### config.mk
export PLATFORM = sky130hd
export DESIGN_NAME = ftn_sqr_stage
export DESIGN_NICKNAME = d
export VERILOG_FILES = /design/src/rtl/core/ftn_pkg.sv /design/src/rtl/core/ftn_sqr_stage.sv
export SDC_FILE = /design/constraint.sdc
export NUM_CORES = 2
export LEC_CHECK = 0
export ABC_CLOCK_PERIOD_IN_PS = 8400
export BUFFER_PORTS_ARGS = -buffer_cell sky130_fd_sc_hd__clkbuf_2
export CORE_MARGIN = 2
export CORE_UTILIZATION = 60
export CTS_CLUSTER_DIAMETER = 200
export CTS_CLUSTER_SIZE = 25
export DETAILED_ROUTE_END_ITERATION = 16
export PLACE_DENSITY = 0.88
export SYNTH_ARGS = -nofsm -noshare
export SYNTH_HDL_FRONTEND = slang
export SYNTH_SLANG_ARGS = --single-unit
### constraint.sdc
create_clock -name clock -period 8.4 [get_ports clock]
set_input_delay 0.84 -clock clock [delete_from_list [all_inputs] [get_ports clock]]
set_output_delay 0.84 -clock clock [all_outputs]
set_load 0.1 [all_outputs]
### src/rtl/core/ftn_pkg.sv
// ----------------------------------------------------------------------------
// ftn_pkg
// Shared widths, constants, types and helper functions for the
// frequency to note converter.
// ----------------------------------------------------------------------------
package ftn_pkg;

   // field widths
   localparam int FREQ_W        = 24;
   localparam int LOG_FRAC_BITS = 16;
   localparam int MANT_W        = 32;
   localparam int POS_W         = 5;
   localparam int PC_W          = 4;
   localparam int OCT_W         = 5;
   localparam int CENTS_W       = 15;
   localparam int MIDI_W        = 9;
   localparam int NOTE_W        = 9;
   localparam int QUO_W         = 5;

   // semitone value n is signed with LOG_FRAC_BITS fraction bits
   localparam int N_W           = LOG_FRAC_BITS + 11;

   // reference pitch after reset, 440 Hz in Q16.8
   localparam logic [FREQ_W-1:0] REF_RESET = FREQ_W'(112640);

   // note arithmetic constants
   localparam int A4_OFFSET     = 57;
   localparam int NOTE_LIMIT    = 192;
   localparam int SEMITONES     = 12;
   localparam int OCT_BIAS      = 16;
   localparam int DIV12_MUL     = 342;
   localparam int DIV12_SHIFT   = 12;
   localparam int DIV12_PROD_W  = NOTE_W + 9;
   localparam int CENTS_SCALE   = 25600;
   localparam int CENTS_PROD_W  = LOG_FRAC_BITS + CENTS_W;

   // normalized operand: leading-one position and Q1.31 mantissa
   typedef struct packed {
      logic [POS_W-1:0]  pos;
      logic [MANT_W-1:0] mant;
   } norm_type;

   // result of one squaring step
   typedef struct packed {
      logic              frac_bit;
      logic [MANT_W-1:0] mant;
   } step_type;

   // payload of the log2 pipeline, frequency and reference lanes side by side
   typedef struct packed {
      logic                     zero;
      logic [POS_W-1:0]         pos_f;
      logic [POS_W-1:0]         pos_r;
      logic [MANT_W-1:0]        mant_f;
      logic [MANT_W-1:0]        mant_r;
      logic [LOG_FRAC_BITS-1:0] frac_f;
      logic [LOG_FRAC_BITS-1:0] frac_r;
   } log_type;

   // leading-one detect and shift to a Q1.31 mantissa
   function automatic norm_type normalize(input logic [FREQ_W-1:0] x);
      norm_type         res;
      logic [POS_W-1:0] p;
      p = '0;
      for (int i = 1; i < FREQ_W; i++) begin
         if (x[i]) begin
            p = POS_W'(i);
         end
      end
      res.pos  = p;
      res.mant = MANT_W'(x) << (POS_W'(MANT_W - 1) - p);
      return res;
   endfunction

   // square the mantissa, emit one fraction bit and renormalize
   function automatic step_type square_step(input logic [MANT_W-1:0] m);
      step_type            res;
      logic [2*MANT_W-1:0] sq;
      logic [MANT_W:0]     t;
      sq = {{MANT_W{1'b0}}, m} * {{MANT_W{1'b0}}, m};
      t  = sq[2*MANT_W-1:MANT_W-1];
      res.frac_bit = t[MANT_W];
      if (t[MANT_W]) begin
         res.mant = t[MANT_W:1];
      end else begin
         res.mant = t[MANT_W-1:0];
      end
      return res;
   endfunction

   // midi number from octave and pitch class
   function automatic logic [MIDI_W-1:0] midi_of(input logic [OCT_W-1:0] oct,
                                                  input logic [PC_W-1:0] pc);
      logic [MIDI_W-1:0] oct_x;
      oct_x = {{(MIDI_W-OCT_W){oct[OCT_W-1]}}, oct} + MIDI_W'(1);
      return MIDI_W'(oct_x * MIDI_W'(SEMITONES)) + MIDI_W'(pc);
   endfunction

endpackage

### src/rtl/core/ftn_sqr_stage.sv
// ----------------------------------------------------------------------------
// ftn_sqr_stage
// One register stage of the log2 pipeline: squares both mantissas and
// shifts one more fraction bit into each log value.
// ----------------------------------------------------------------------------
module ftn_sqr_stage import ftn_pkg::*; (
   input  logic    clock,
   input  logic    reset,
   input  logic    up_valid,
   output logic    up_ready,
   input  log_type up_data,
   output logic    dn_valid,
   input  logic    dn_ready,
   output log_type dn_data
);

   logic     valid_ff, valid_in;
   log_type  data_ff, data_in;
   step_type step_f, step_r;

   // stage takes a new request when empty or when its content moves on
   assign up_ready = !valid_ff || dn_ready;
   assign valid_in = up_ready ? up_valid : valid_ff;

   // squaring of both lanes
   always_comb begin
      step_f = square_step(up_data.mant_f);
      step_r = square_step(up_data.mant_r);
      data_in        = up_data;
      data_in.mant_f = step_f.mant;
      data_in.mant_r = step_r.mant;
      data_in.frac_f = {up_data.frac_f[LOG_FRAC_BITS-2:0], step_f.frac_bit};
      data_in.frac_r = {up_data.frac_r[LOG_FRAC_BITS-2:0], step_r.frac_bit};
   end

   always_ff @(posedge clock) begin
      if (reset) begin
         valid_ff <= 1'b0;
      end else begin
         valid_ff <= valid_in;
      end
   end

   always_ff @(posedge clock) begin
      if (up_ready && up_valid) begin
         data_ff <= data_in;
      end
   end

   assign dn_valid = valid_ff;
   assign dn_data  = data_ff;

endmodule

== After elaboration in Yosys (flattened, before gate mapping) ==
Index checks and enable logic that the tools add are counted.

* Flip-flop bits (word level): 108
* Input port bits: 111
* Output and inout bits: 109

* Multipliers: 2
* Reduce and logical (&&, ||, !) cells: 3
* Mux-type cells: 2

{| class="wikitable"
|+ Operator list
! operator !! count
|-
| multiplier 32 x 32 -> 64 bit || 2
|-
| 2-to-1 mux 31 bit || 2
|-
| logical AND 1 bit || 1
|-
| zero test 1 bit || 1
|-
| logical OR 1 bit || 1
|}

== Logic depth before layout (Yosys ltp) ==
* Depth after elaboration: 3
* Gate-level depth with buffers: 30
* Mapped depth without buffers: 27

== Worst setup path after synthesis ==
OpenSTA, ideal clock, no wires.

* Path kind: input port to flip-flop
* Start point: input up_data[66] (netlist bit)
* End point: register data_ff (netlist bit dn_data[67]), data pin
* Setup slack: -0.260 ns
* Setup time: 0.260 ns
* Data arrival time: 8.400 ns
* Required time: 8.140 ns
* Stages on the path: 28
* Cells stage by stage: clkbuf_1 > buf_1 > nand2_1 > fa_1 > inv_1 > fa_1 > inv_1 > fa_1 > fa_1 > inv_1 > fa_1 > inv_1 > fa_1 > inv_1 > fa_1 > fa_1 > ha_1 > inv_2 > o31a_1 > or3_1 > a2111o_1 > a211oi_2 > o21ai_1 > o21ai_2 > a31oi_1 > o22ai_4 > buf_8 > mux2_4

{| class="wikitable"
|+ RTL lines
! what !! line !! text
|-
| start: declaration || ftn_sqr_stage.sv:11 || <nowiki>input log_type up_data,</nowiki>
|-
| end signal: assignment || ftn_sqr_stage.sv:46 || <nowiki>data_ff <= data_in;</nowiki>
|-
| end: declaration || ftn_sqr_stage.sv:18 || <nowiki>log_type data_ff, data_in;</nowiki>
|}

==> key figures <==
Run status
  • Status: finished, violations left
  • Violated checks: setup timing

Finish
  • Fin nets: 9598
  • Commonest cells after routing, fill and taps aside: 1947 x inv_1, 1547 x fa_1, 790 x buf_4
  • Footprint of the multi-input gates: 51600 um^2
  • Share of cells above drive strength 1: 0.186
  • Core Util, Final: 0.704
  • Register area: 3230 um^2
  • Most common cell after layout, fill and taps aside: inv_1
  • # fillers: 6213
  • Area grow syn2layout: 16.9%

Yosys
  • Cell Area, Synth: 62200 um^2
  • Synth Area in Adders: 0.630
  • EDFF count, synth: 107
  • Register bit total from synthesis: 108
  • Yosys cell types: 75
  • Mapped Nets: 8743
  • Compound-Gate Fraction of Synth Area: 0.0476
  • Post-synth top flop: edfxtp_1
  • Synth warn: 0
  • Ys async rst share: 0
  • Syn Area/Cell: between 9 and 10 um^2
  • Largest family of logic cells by synthesized area: adder cells
  • Area share of and/or/nand/nor cells after synthesis: 0.102
  • Sequential share of the synthesized area: 0.0520
  • Xor/xnor share of the synthesized area: 0.0229
  • Mapped Cells: 6452
  • Mux contribution to synthesized area: 0.0122

Timing
  • Tightest Pin Transition: ~1.1 ns
  • Fin Setup TNS: -12.65 ns
  • Worst rel slew slack: 0.293
  • RSZ-0062 raised after global routing: yes
  • Max Slew Vio Count: 0
  • Setup Viol. Count Final: 43
  • Post-route minimum period: around 8.8 ns
  • Crit share post-route: 1.05
  • Final hold vios: 0
  • Post-route setup slack: -0.403 ns
  • Peak Freq: 114 MHz
  • Max Clock Skew: 0.0306 ns

Floorplan
  • Placement row count: 118
  • IO Pins: 220
  • Die area: 106000 um^2
  • Die height: 326 um
  • Placeable Area: slightly above 100000 um^2
  • Initial Utilization: 0.602
  • Die Width: 326 um

Clock network
  • TritonCTS clock tree: done
  • Clk buf depth: 2
  • Clk Latency, worst-skew pair: 0.44 ns
  • Root Buffer: clkbuf_16
  • CTS clk-pin slew, worst paths: ~0.090 ns
  • Cts bufs inserted: 9
  • CTS H-tree lvls: 3
  • Clock sinks: 108

Worst hold path
  • Hold Crit Start: dn_valid
  • Hold path depth: 2
  • Min-delay worst type: reg2reg
  • Hold Path End: dn_valid

Worst setup path
  • R2r setup slk: 6.13 ns
  • Critical path class: in2reg
  • R2R cell count: 3
  • Critical Path AT: 8.97 ns
  • Worst setup path startpoint: up_data[69]
  • Crit. End Element: register
  • Reg2reg start: dn_valid
  • CP Data Required Time: between 8 and 9 ns
  • FF-to-FF End: dn_data[90]
  • Crit path launch type: input port
  • CP max FO: 6

Place
  • HPWL after DPL: 155000 um
  • Routability Congestion: 0.979
  • Port bufs: approximately 220

Drt
  • Average wire per standard cell: 22.7 um
  • Via count: 51200
  • DRT Wirelength: 197000 um
  • DRT met1 WL: 60900 um
  • DRT Pass-1 Iters: 9
  • DRC errors left: 0
  • Metal2 WL: 95000 um
  • Met3 wire len: 21200 um
  • Vias per cell: ~6
  • DR iter-0 viols: 4869
  • Top Layer Used: met5
  • Detail Route Antenna Nets: 0

GRT
  • Vias in the first global route: 57200
  • Initial antenna violation count: 13
  • Global-route wire length before repair: slightly below 300000 um
  • Largest net degree at the start of global routing: 72
  • Overall Global Routing Usage: 0.351
  • Gr ovfl total: 0

Job
  • Max cap viols: 0
[cell families after synthesis]
kind of cell,after synthesis
buf+inv,2196
xor+xnor,162
fa+ha+maj,2180
mux,64
flops,108
simple gates,1297
compound gates,445
[critical path, stage by stage]
cell      delay, ns
buf_4          0.15
buf_12         0.14
buf_4          0.15
and2_4         0.16
fa_1           0.56
fa_1           0.45
fa_1           0.55
inv_2          0.08
fa_1           0.57
inv_2          0.05
fa_1           0.53
fa_1           0.69
fa_1           0.56
fa_1           0.62
ha_4           0.34
nand2_4        0.06
or3_4          0.35
a2111o_1       0.45
a211oi_2       0.22
buf_4          0.21
o21ai_4        0.10
o21ai_4        0.16
and3_4         0.22
o22ai_4        0.09
buf_12         0.18
buf_12         0.14
mux2_4         0.30
[layer usage]
layer,GRT usage,vias to the layer above
met5,0,-
li1,-,20500
met3,0.0772,1666
met4,0.247,16
met1,0.391,25100
met2,0.599,3830
[synthesized netlist by cell type (8+ instances only)]
cell type	number	share of area
nand2b_1	8	0.00080
nor2b_1	20	0.0020
o211ai_1	23	0.0028
clkbuf_1	217	0.013
nor2_1	120	0.0072
xnor2_1	83	0.012
or2_2	14	0.0014
edfxtp_1	107	0.052
mux2i_1	20	0.0032
mux2_2	28	0.0051
nor3_1	24	0.0019
o21a_1	8	0.00097
ha_1	598	0.12
nand4_1	27	0.0027
o21ai_0	67	0.0054
a21oi_1	131	0.011
fa_1	1582	0.51
mux2_4	16	0.0039
a21o_1	66	0.0080
o21bai_1	26	0.0031
and3_1	14	0.0014
and2_1	462	0.046
a211oi_1	9	0.0011
inv_1	1965	0.12
a31o_2	23	0.0032
nand2_1	563	0.034
nand3_1	26	0.0021
xor2_1	78	0.011
a31oi_1	22	0.0022
[cell type report]
type,instances,area share
Clock inverter,7,0.00114
Inverter,1967,0.102
Antenna cell,8,0.000275
Clock buffer,9,0.00310
Tap cell,1380,0.0237
Multi-Input combinational cell,4148,0.709
Timing Repair Buffer,1073,0.116
Sequential cell,108,0.0445
[registers in the layout (all words and copies together), names as in the netlist]
name / flops
dn_valid: 1
dn_data: 107
[worst max path at each step]
stage	cells past startpoint	to	slack [ns]
after CTS	32	dn_data[72]	-0.06
after floorplan	28	dn_data[67]	0.002
after detailed placement	28	dn_data[90]	-0.79
after global placement	28	dn_data[77]	-0.59
after global routing	32	dn_data[81]	-0.63
final	27	dn_data[72]	-0.40
[timing repair]
action                     CTS  global route
pin swaps                   11           131
setup endpoints to repair   64            66
setup buffers               13            27
cloned                       3             4
resized for setup           53           229
hold buffers                 0             0
[metrics by stage]
stage          hold WS [ns]  instance area [um^2]  std cells  setup slack [ns]
2_1_floorplan         0.909                 62200       6452           0.00219
3_3_place_gp          0.510                 70700       8632            -0.592
3_5_place_dp          0.528                 70700       8632            -0.789
4_1_cts               0.543                 71500       8664           -0.0558
5_1_grt               0.570                 72700       8694            -0.628
6_report              0.553                 72700       8700            -0.403
Power is not shown: default switching activity piles up to over one toggle a cycle in this logic, so the estimate is an artifact.
