## config.mk

```make
export PLATFORM = sky130hd
export DESIGN_NAME = ftn_note_flat
export DESIGN_NICKNAME = d
export VERILOG_FILES = /design/src/rtl/core/ftn_pkg.sv /design/src/rtl/core/ftn_rsp_if.sv /design/src/rtl/core/ftn_note.sv /design/src/flat_wrapper.sv
export SDC_FILE = /design/constraint.sdc
export NUM_CORES = 1
export LEC_CHECK = 0
export BUFFER_PORTS_ARGS = -buffer_cell sky130_fd_sc_hd__buf_2
export CORE_UTILIZATION = 60
export CTS_BUF_LIST = sky130_fd_sc_hd__clkbuf_4 sky130_fd_sc_hd__clkbuf_8
export CTS_CLUSTER_DIAMETER = 40
export CTS_CLUSTER_SIZE = 25
export DETAILED_ROUTE_END_ITERATION = 16
export GPL_TIMING_DRIVEN = 0
export PLACE_DENSITY = 0.91
export RECOVER_POWER = 25
export SLEW_MARGIN = 40
export SYNTH_ARGS = -nofsm -noshare
export SYNTH_HDL_FRONTEND = slang
export SYNTH_SLANG_ARGS = --single-unit
```

## constraint.sdc

```tcl
create_clock -name clock -period 6.7 [get_ports clock]
set_clock_uncertainty 0.2 [all_clocks]
set_input_delay 0.67 -clock clock [delete_from_list [all_inputs] [get_ports clock]]
set_output_delay 0.67 -clock clock [all_outputs]
set_load 0.05 [all_outputs]
```

## src/rtl/core/ftn_pkg.sv

```systemverilog
// ----------------------------------------------------------------------------
// ftn_pkg
// Shared widths, constants, types and helper functions for the
// frequency to note converter.
// ----------------------------------------------------------------------------
package ftn_pkg;

   // field widths
   localparam int FREQ_W        = 24;
   localparam int LOG_FRAC_BITS = 16;
   localparam int MANT_W        = 32;
   localparam int POS_W         = 5;
   localparam int PC_W          = 4;
   localparam int OCT_W         = 5;
   localparam int CENTS_W       = 15;
   localparam int MIDI_W        = 9;
   localparam int NOTE_W        = 9;
   localparam int QUO_W         = 5;

   // semitone value n is signed with LOG_FRAC_BITS fraction bits
   localparam int N_W           = LOG_FRAC_BITS + 11;

   // reference pitch after reset, 440 Hz in Q16.8
   localparam logic [FREQ_W-1:0] REF_RESET = FREQ_W'(112640);

   // note arithmetic constants
   localparam int A4_OFFSET     = 57;
   localparam int NOTE_LIMIT    = 192;
   localparam int SEMITONES     = 12;
   localparam int OCT_BIAS      = 16;
   localparam int DIV12_MUL     = 342;
   localparam int DIV12_SHIFT   = 12;
   localparam int DIV12_PROD_W  = NOTE_W + 9;
   localparam int CENTS_SCALE   = 25600;
   localparam int CENTS_PROD_W  = LOG_FRAC_BITS + CENTS_W;

   // normalized operand: leading-one position and Q1.31 mantissa
   typedef struct packed {
      logic [POS_W-1:0]  pos;
      logic [MANT_W-1:0] mant;
   } norm_type;

   // result of one squaring step
   typedef struct packed {
      logic              frac_bit;
      logic [MANT_W-1:0] mant;
   } step_type;

   // payload of the log2 pipeline, frequency and reference lanes side by side
   typedef struct packed {
      logic                     zero;
      logic [POS_W-1:0]         pos_f;
      logic [POS_W-1:0]         pos_r;
      logic [MANT_W-1:0]        mant_f;
      logic [MANT_W-1:0]        mant_r;
      logic [LOG_FRAC_BITS-1:0] frac_f;
      logic [LOG_FRAC_BITS-1:0] frac_r;
   } log_type;

   // leading-one detect and shift to a Q1.31 mantissa
   function automatic norm_type normalize(input logic [FREQ_W-1:0] x);
      norm_type         res;
      logic [POS_W-1:0] p;
      p = '0;
      for (int i = 1; i < FREQ_W; i++) begin
         if (x[i]) begin
            p = POS_W'(i);
         end
      end
      res.pos  = p;
      res.mant = MANT_W'(x) << (POS_W'(MANT_W - 1) - p);
      return res;
   endfunction

   // square the mantissa, emit one fraction bit and renormalize
   function automatic step_type square_step(input logic [MANT_W-1:0] m);
      step_type            res;
      logic [2*MANT_W-1:0] sq;
      logic [MANT_W:0]     t;
      sq = {{MANT_W{1'b0}}, m} * {{MANT_W{1'b0}}, m};
      t  = sq[2*MANT_W-1:MANT_W-1];
      res.frac_bit = t[MANT_W];
      if (t[MANT_W]) begin
         res.mant = t[MANT_W:1];
      end else begin
         res.mant = t[MANT_W-1:0];
      end
      return res;
   endfunction

   // midi number from octave and pitch class
   function automatic logic [MIDI_W-1:0] midi_of(input logic [OCT_W-1:0] oct,
                                                  input logic [PC_W-1:0] pc);
      logic [MIDI_W-1:0] oct_x;
      oct_x = {{(MIDI_W-OCT_W){oct[OCT_W-1]}}, oct} + MIDI_W'(1);
      return MIDI_W'(oct_x * MIDI_W'(SEMITONES)) + MIDI_W'(pc);
   endfunction

endpackage

```

## src/rtl/core/ftn_rsp_if.sv

```systemverilog
// ----------------------------------------------------------------------------
// ftn_rsp_if
// Response channel: note, octave, cents, midi number and invalid flag.
// ----------------------------------------------------------------------------
interface ftn_rsp_if import ftn_pkg::*; ();

   logic               valid;
   logic               ready;
   logic [PC_W-1:0]    semitone;
   logic [OCT_W-1:0]   octave;
   logic [CENTS_W-1:0] cents;
   logic [MIDI_W-1:0]  midi_note;
   logic               invalid;

   modport source (output valid, output semitone, output octave, output cents,
                   output midi_note, output invalid, input ready);
   modport sink   (input valid, input semitone, input octave, input cents,
                   input midi_note, input invalid, output ready);

endinterface

```

## src/rtl/core/ftn_note.sv

```systemverilog
// ----------------------------------------------------------------------------
// ftn_note
// Back end: forms n = 12*(log2 f - log2 ref) + 57, saturates it, splits it
// into note and fraction, then octave, pitch class, midi number and cents.
// Three register stages, the last one is the response register.
// ----------------------------------------------------------------------------
module ftn_note import ftn_pkg::*; (
   input  logic    clock,
   input  logic    reset,
   input  logic    up_valid,
   output logic    up_ready,
   input  log_type up_data,
   ftn_rsp_if.source rsp
);

   localparam logic [N_W-1:0] A4_FIX = N_W'(longint'(A4_OFFSET) << LOG_FRAC_BITS);
   localparam logic signed [N_W-1:0] N_HI =
      N_W'((longint'(NOTE_LIMIT) << LOG_FRAC_BITS) - 1);
   localparam logic signed [N_W-1:0] N_LO =
      N_W'(-(longint'(NOTE_LIMIT) << LOG_FRAC_BITS));

   // stage valid bits and ready chain
   logic v1_ff, v1_in, v2_ff, v2_in, v3_ff, v3_in;
   logic r1, r2, r3;

   // stage 1 signals
   logic [N_W-1:0]        a_f, a_r, d, n_raw;
   logic signed [N_W-1:0] n_sat;
   logic signed [N_W-1:0] n1_ff;
   logic                  zero1_ff;

   // stage 2 signals
   logic [NOTE_W-1:0]         note, u;
   logic [LOG_FRAC_BITS-1:0]  frac;
   logic [DIV12_PROD_W-1:0]   q_prod;
   logic [CENTS_PROD_W-1:0]   cents_prod;
   logic [NOTE_W-1:0]         note2_ff, u2_ff;
   logic [QUO_W-1:0]          q2_ff;
   logic [CENTS_W-1:0]        cents2_ff;
   logic                      zero2_ff;

   // stage 3 signals
   logic [NOTE_W-1:0]  q_x12, pc_wide;
   logic [PC_W-1:0]    pc_ff, pc_in;
   logic [OCT_W-1:0]   oct_ff, oct_in;
   logic [CENTS_W-1:0] cents_ff, cents_in;
   logic [MIDI_W-1:0]  midi_ff, midi_in;
   logic               inv_ff;

   // ready chain
   assign r3       = !v3_ff || rsp.ready;
   assign r2       = !v2_ff || r3;
   assign r1       = !v1_ff || r2;
   assign up_ready = r1;
   assign v1_in    = r1 ? up_valid : v1_ff;
   assign v2_in    = r2 ? v1_ff : v2_ff;
   assign v3_in    = r3 ? v2_ff : v3_ff;

   always_ff @(posedge clock) begin
      if (reset) begin
         v1_ff <= 1'b0;
         v2_ff <= 1'b0;
         v3_ff <= 1'b0;
      end else begin
         v1_ff <= v1_in;
         v2_ff <= v2_in;
         v3_ff <= v3_in;
      end
   end

   // stage 1: difference of logs times twelve plus offset, saturated
   always_comb begin
      a_f   = N_W'({up_data.pos_f, up_data.frac_f});
      a_r   = N_W'({up_data.pos_r, up_data.frac_r});
      d     = a_f - a_r;
      n_raw = (d << 3) + (d << 2) + A4_FIX;
      if ($signed(n_raw) < N_LO) begin
         n_sat = N_LO;
      end else if ($signed(n_raw) > N_HI) begin
         n_sat = N_HI;
      end else begin
         n_sat = $signed(n_raw);
      end
   end

   always_ff @(posedge clock) begin
      if (r1 && up_valid) begin
         n1_ff    <= n_sat;
         zero1_ff <= up_data.zero;
      end
   end

   // stage 2: floor split, divide by twelve through reciprocal, cents scaling
   always_comb begin
      note       = n1_ff[LOG_FRAC_BITS +: NOTE_W];
      frac       = n1_ff[LOG_FRAC_BITS-1:0];
      u          = note + NOTE_W'(NOTE_LIMIT);
      q_prod     = DIV12_PROD_W'(u) * DIV12_PROD_W'(DIV12_MUL);
      cents_prod = CENTS_PROD_W'(frac) * CENTS_PROD_W'(CENTS_SCALE);
   end

   always_ff @(posedge clock) begin
      if (r2 && v1_ff) begin
         note2_ff  <= note;
         u2_ff     <= u;
         q2_ff     <= q_prod[DIV12_SHIFT +: QUO_W];
         cents2_ff <= cents_prod[LOG_FRAC_BITS +: CENTS_W];
         zero2_ff  <= zero1_ff;
      end
   end

   // stage 3: pitch class, octave and midi number, zeroed on invalid input
   always_comb begin
      q_x12   = (NOTE_W'(q2_ff) << 3) + (NOTE_W'(q2_ff) << 2);
      pc_wide = u2_ff - q_x12;
      if (zero2_ff) begin
         pc_in    = '0;
         oct_in   = '0;
         cents_in = '0;
         midi_in  = '0;
      end else begin
         pc_in    = pc_wide[PC_W-1:0];
         oct_in   = OCT_W'(q2_ff - QUO_W'(OCT_BIAS));
         cents_in = cents2_ff;
         midi_in  = MIDI_W'(note2_ff + NOTE_W'(SEMITONES));
      end
   end

   always_ff @(posedge clock) begin
      if (r3 && v2_ff) begin
         pc_ff    <= pc_in;
         oct_ff   <= oct_in;
         cents_ff <= cents_in;
         midi_ff  <= midi_in;
         inv_ff   <= zero2_ff;
      end
   end

   assign rsp.valid     = v3_ff;
   assign rsp.semitone  = pc_ff;
   assign rsp.octave    = oct_ff;
   assign rsp.cents     = cents_ff;
   assign rsp.midi_note = midi_ff;
   assign rsp.invalid   = inv_ff;

endmodule
```

## src/flat_wrapper.sv

```systemverilog
// flat-port wrapper written by rule: the top's interface ports become plain ports
module ftn_note_flat import ftn_pkg::*;
  (clock, reset, up_valid, up_ready, up_data, rsp_valid, rsp_semitone, rsp_octave, rsp_cents, rsp_midi_note, rsp_invalid, rsp_ready);
  ftn_rsp_if rsp_i ();
  input  logic clock;
  input  logic reset;
  input  logic up_valid;
  output logic up_ready;
  input  log_type up_data;
  output wire logic [$bits(rsp_i.valid)-1:0] rsp_valid;
  output wire logic [$bits(rsp_i.semitone)-1:0] rsp_semitone;
  output wire logic [$bits(rsp_i.octave)-1:0] rsp_octave;
  output wire logic [$bits(rsp_i.cents)-1:0] rsp_cents;
  output wire logic [$bits(rsp_i.midi_note)-1:0] rsp_midi_note;
  output wire logic [$bits(rsp_i.invalid)-1:0] rsp_invalid;
  input wire logic [$bits(rsp_i.ready)-1:0] rsp_ready;
  assign rsp_valid = rsp_i.valid;
  assign rsp_semitone = rsp_i.semitone;
  assign rsp_octave = rsp_i.octave;
  assign rsp_cents = rsp_i.cents;
  assign rsp_midi_note = rsp_i.midi_note;
  assign rsp_invalid = rsp_i.invalid;
  assign rsp_i.ready = rsp_ready;
  ftn_note u_core (.clock(clock), .reset(reset), .up_valid(up_valid), .up_ready(up_ready), .up_data(up_data), .rsp(rsp_i));
endmodule
```

; ---- After elaboration in Yosys (flattened, before gate mapping)
; Cells that the tools add are included.
[word_totals]
input_bits = 111
output_inout_bits = 36
reg_bits = 97
[classes]
magnitude_cmp = 2
n_addsub = 8
muxes = 1
multipliers = 2
n_reduce_logical = 9
[op_table]
columns = operator, n
row1 = $add 27x22->27 const B, 1
row2 = $add 27x27->27, 1
row3 = $gt 27x25->1 const B, 1
row4 = $lt 27x25->1 const B, 1
row5 = $mux 25, 1
row6 = $sub 21x21->22, 1
row7 = $mul 16x5->21 const B, 1
row8 = $mul 9x8->16 const B, 1
row9 = $add 9x4->9 const B, 1
row10 = $add 9x8->9 const B, 1
row11 = $sub 5x5->5 const B, 1
row12 = $add 4x4->4, 1
row13 = $sub 4x4->4, 1
row14 = $logic_and 1x1->1, 3
row15 = $logic_not 1->1, 3
row16 = $logic_or 1x1->1, 3

; ---- Longest topological paths before layout
[depth]
ltp_word = 5
ltp_mapped = 24

; ---- Worst setup path after synthesis
; Ideal clock, no wire load.
[synth_timing]
path_kind = input -> register
from = input up_data[16] in the netlist's numbering
to = register u_core.n1_ff[10], data pin
path_buffers = 1
t_arrival_ns = 5.062
slack_ns = 1.270
setup_time_ns = 0.167
path_stages = 23
path_cell_list = inv_1 ha_1 inv_1 fa_1 a21o_1 a21oi_1 o21ai_0 a21o_1 a21oi_1 o21bai_1 a21oi_1 xnor2_1 ha_1 ha_1 a21oi_1 o21ai_1 a41oi_1 a21oi_4 o41ai_2 xnor2_2 o211ai_2 buf_6 a221oi_2
[synth_between]
elab_chain_len = 5
[synth_lines]
columns = element, line_no
row1 = "start, declared", flat_wrapper.sv:9  ; input log_type up_data;
row2 = $sub 21x21->22 *, ftn_note.sv:75  ; d = a_f - a_r;
row3 = $add 27x27->27 *, ftn_note.sv:76  ; n_raw = (d << 3) + (d << 2) + A4_FIX;
row4 = $add 27x22->27 *, ftn_note.sv:76
row5 = $gt 27x25->1, ftn_note.sv:79  ; end else if ($signed(n_raw) > N_HI) begin
row6 = $mux 25, ftn_note.sv:79
row7 = "end signal, assigned", ftn_note.sv:88  ; n1_ff <= n_sat;
row8 = "end, declared", ftn_note.sv:29  ; logic signed [N_W-1:0] n1_ff;
; Mark *: on every way between the ends. The rest lies on a longest branch, timed or not.
; A chain may end at the register's enable or synchronous reset.

; ---- Worst setup path after layout
[layout_timing]
from = input up_data[16] in the netlist's numbering
to = register u_core.n1_ff[12], data pin
; Same word-level chain as after synthesis.

==> impl_metrics.yaml <==
status:
  outcome: "complete, no violations"
clock_network:
  h-tree-depth: 3
  path_clk_slew_ns: 0.09
  cts_hold_buf: 0
  cts_tree: "done"
  cts.sinks: 92
  cts.repair.resized: 0
  root_buffer: "clkbuf_8"
  postCtsSetupBuffers: 0
  clk_latency_ns: 0.37
  cts_buffer_depth: 2
  cts_buffers: 9
final_layout:
  layout-drive-gt1-share_pct: 16.19
  n_antenna_cell: 0
  fin_nets: 1269
  syn_to_final_growth_pct: 10.77
worst_setup_path:
  endpoint_kind: "register"
  reg2reg_from: "u_core.n1_ff[22]"
  startpoint_type: "primary input"
  arrival_ns: 5.91
  crit_start: "up_data[16]"
  worstPathRequired_ns: 6.70
  path_class: "primary input to register"
  path_max_fanout: 10
global_routing:
  antenna_found_initial: 0
  gr-usage-all-layers_pct: 24.16
  grt_max_degree: 25
  gr-total-overflow: 0
  grt_pass1_vias: 6619
  grt_pass1_wl_um: 28920
synth:
  synth_warnings: 0
  syn_area_mm2: 0.008889
  ys_seq_elements: 92
  synthCells: 881
  ys_top_cells_by_count: "155 x ha_1, 135 x inv_1, 89 x edfxtp_1"
  synth_top_area_share_pct: 30.07
  synth_flop_cell: "edfxtp_1"
  synthArstFlopShare_pct: 0
  synth_top_area_cell: "edfxtp_1"
  synth_edf_count: 89
  synth.top_cells.by_area: "edfxtp_1 30%, ha_1 22%, fa_1 5.9%"
  syn_area_per_cell_um2: 10.09
  yosysMostFrequentCell: "ha_1"
  synth_cell_types: 74
  synth_seq_area_share_pct: 30.74
  syn_nets: 1173
drt:
  drt.antenna.violating_nets: 0
  drt-pass1-iter-count: 5
  drt_iter0_markers: 348
  dr_total_vias: 6653
  drc: 0
  drt_wl_total_um: 17340
  wl_per_cell_um: 14.87
  viasPerCell: 5.706
sta:
  setup-tns-final_ns: 0
  final-hold-violation-count: 0
  rsz0062_at_grt: "false"
  relSlewSlack_pct: 26.01
  tightest_slew_ns: 1.108
  fin_crit_ns: 5.912
  fin_crit_sh_pct: 88.24
  setup_viol: 0
  drv_slew: 0
  max_freq_mhz: 169.1
die:
  rows: 44
  dieArea_mm2: 0.01531
  die_w_um: 123.7
  core_area_mm2: 0.01448
  io_pins: 147
  dieHeight_um: 123.7
  initial_core_util_pct: 61.39
min_path:
  hp-class: "register to register"
  hold_path.startpoint: "u_core.zero1_ff"
placement:
  dp_hpwl_um: 13910
  gp_congestion: 0.9455
  port_buffers: 82
job:
  drv_cap: 0
layout by cell type, fill, tap and decap left out, drive strengths merged, types with 22 or more instances in the layout:
cell type	count
a21oi	47
a221oi	25
buf	94
edfxtp	89
fa	26
ha	155
inv	137
nand2	25
nor2	81
nor2b	28
nor3	34
o21ai	22
xnor2	46
layer usage:
layer / wire [µm] / share of wire (%) / track usage, %
met1: 6654 / 38 / 24.67
met2: 9503 / 55 / 47.43
met3: 506 / 2.9 / 3.480
met4: 673 / 3.9 / 11.67
met5: 0 / 0 / 0
through the flow:
step / hold slack [ns] / instance area, µm² / utilization (%) / setup WS [ns] / instances
after global placement: 0.2049 / 9529 / 65.81 / 0.4992 / 1147
after CTS: 0.2295 / 9853 / 68.05 / 0.7012 / 1166
after detailed placement: 0.2119 / 9620 / 66.44 / 0.3191 / 1150
after global routing: 0.2541 / 9846 / 68.00 / 0.3969 / 1166
after floorplan: 0.2003 / 8889 / - / 1.270 / 881
final: 0.2281 / 9846 / 68.00 / 0.7876 / 1166
flip-flops by register name, indices dropped and copies added, names as in the netlist, 3 cells and up:
signal                count
u_core.rsp.cents         15
u_core.q2_ff              5
u_core.n1_ff             24
u_core.rsp.semitone       4
u_core.rsp.midi_note      9
u_core.note2_ff           6
u_core.u2_ff              3
u_core.cents2_ff         15
u_core.rsp.octave         5
path summary, 6_finish.rpt:
path	endpoint	slack [ns]	depth (start not counted)
max reg2reg	u_core.q2_ff[2]	1.45	14
max	u_core.n1_ff[12]	0.79	25
min	u_core.zero2_ff	0.23	0
min reg2reg	u_core.zero2_ff	0.23	0
critical path, cell delays in order:
cell	delay, ns
buf_2	0.10
inv_1	0.04
ha_1	0.16
inv_1	0.06
fa_1	0.39
a21o_1	0.19
a21oi_1	0.26
o21ai_0	0.20
a21oi_1	0.28
nor2_1	0.11
a21oi_1	0.15
o21ba_2	0.17
xor2_1	0.20
ha_1	0.19
inv_1	0.05
ha_1	0.33
a21oi_1	0.21
o21ai_1	0.11
a211o_1	0.33
a221oi_1	0.32
nand2_1	0.14
xor2_2	0.37
dlygate4sd1_1	0.47
nor3_1	0.13
a221oi_2	0.27
kinds of logic after synthesis:
logic type      Yosys count  share of synthesized area, %
compound gates          170                         15.61
xor+xnor                 66                         6.968
fa+ha+maj               181                         27.67
buf+inv                 154                         7.080
flops                    92                         30.74
mux                       1                        0.1126
simple gates            217                         11.81
area by class of cell:
type | instances | area [µm²]
Multi-Input combinational cell | 635 | 5553
Fill cell | 1070 | 4633
Sequential cell | 92 | 2733
Inverter | 136 | 510.5
Timing Repair Buffer | 85 | 467.9
Tap cell | 184 | 230.2
Clock buffer | 10 | 137.6
Buffer | 18 | 118.9
Clock inverter | 6 | 95.09
Power is not shown: default switching activity piles up to over one toggle a cycle in this logic, so the estimate is an artifact.
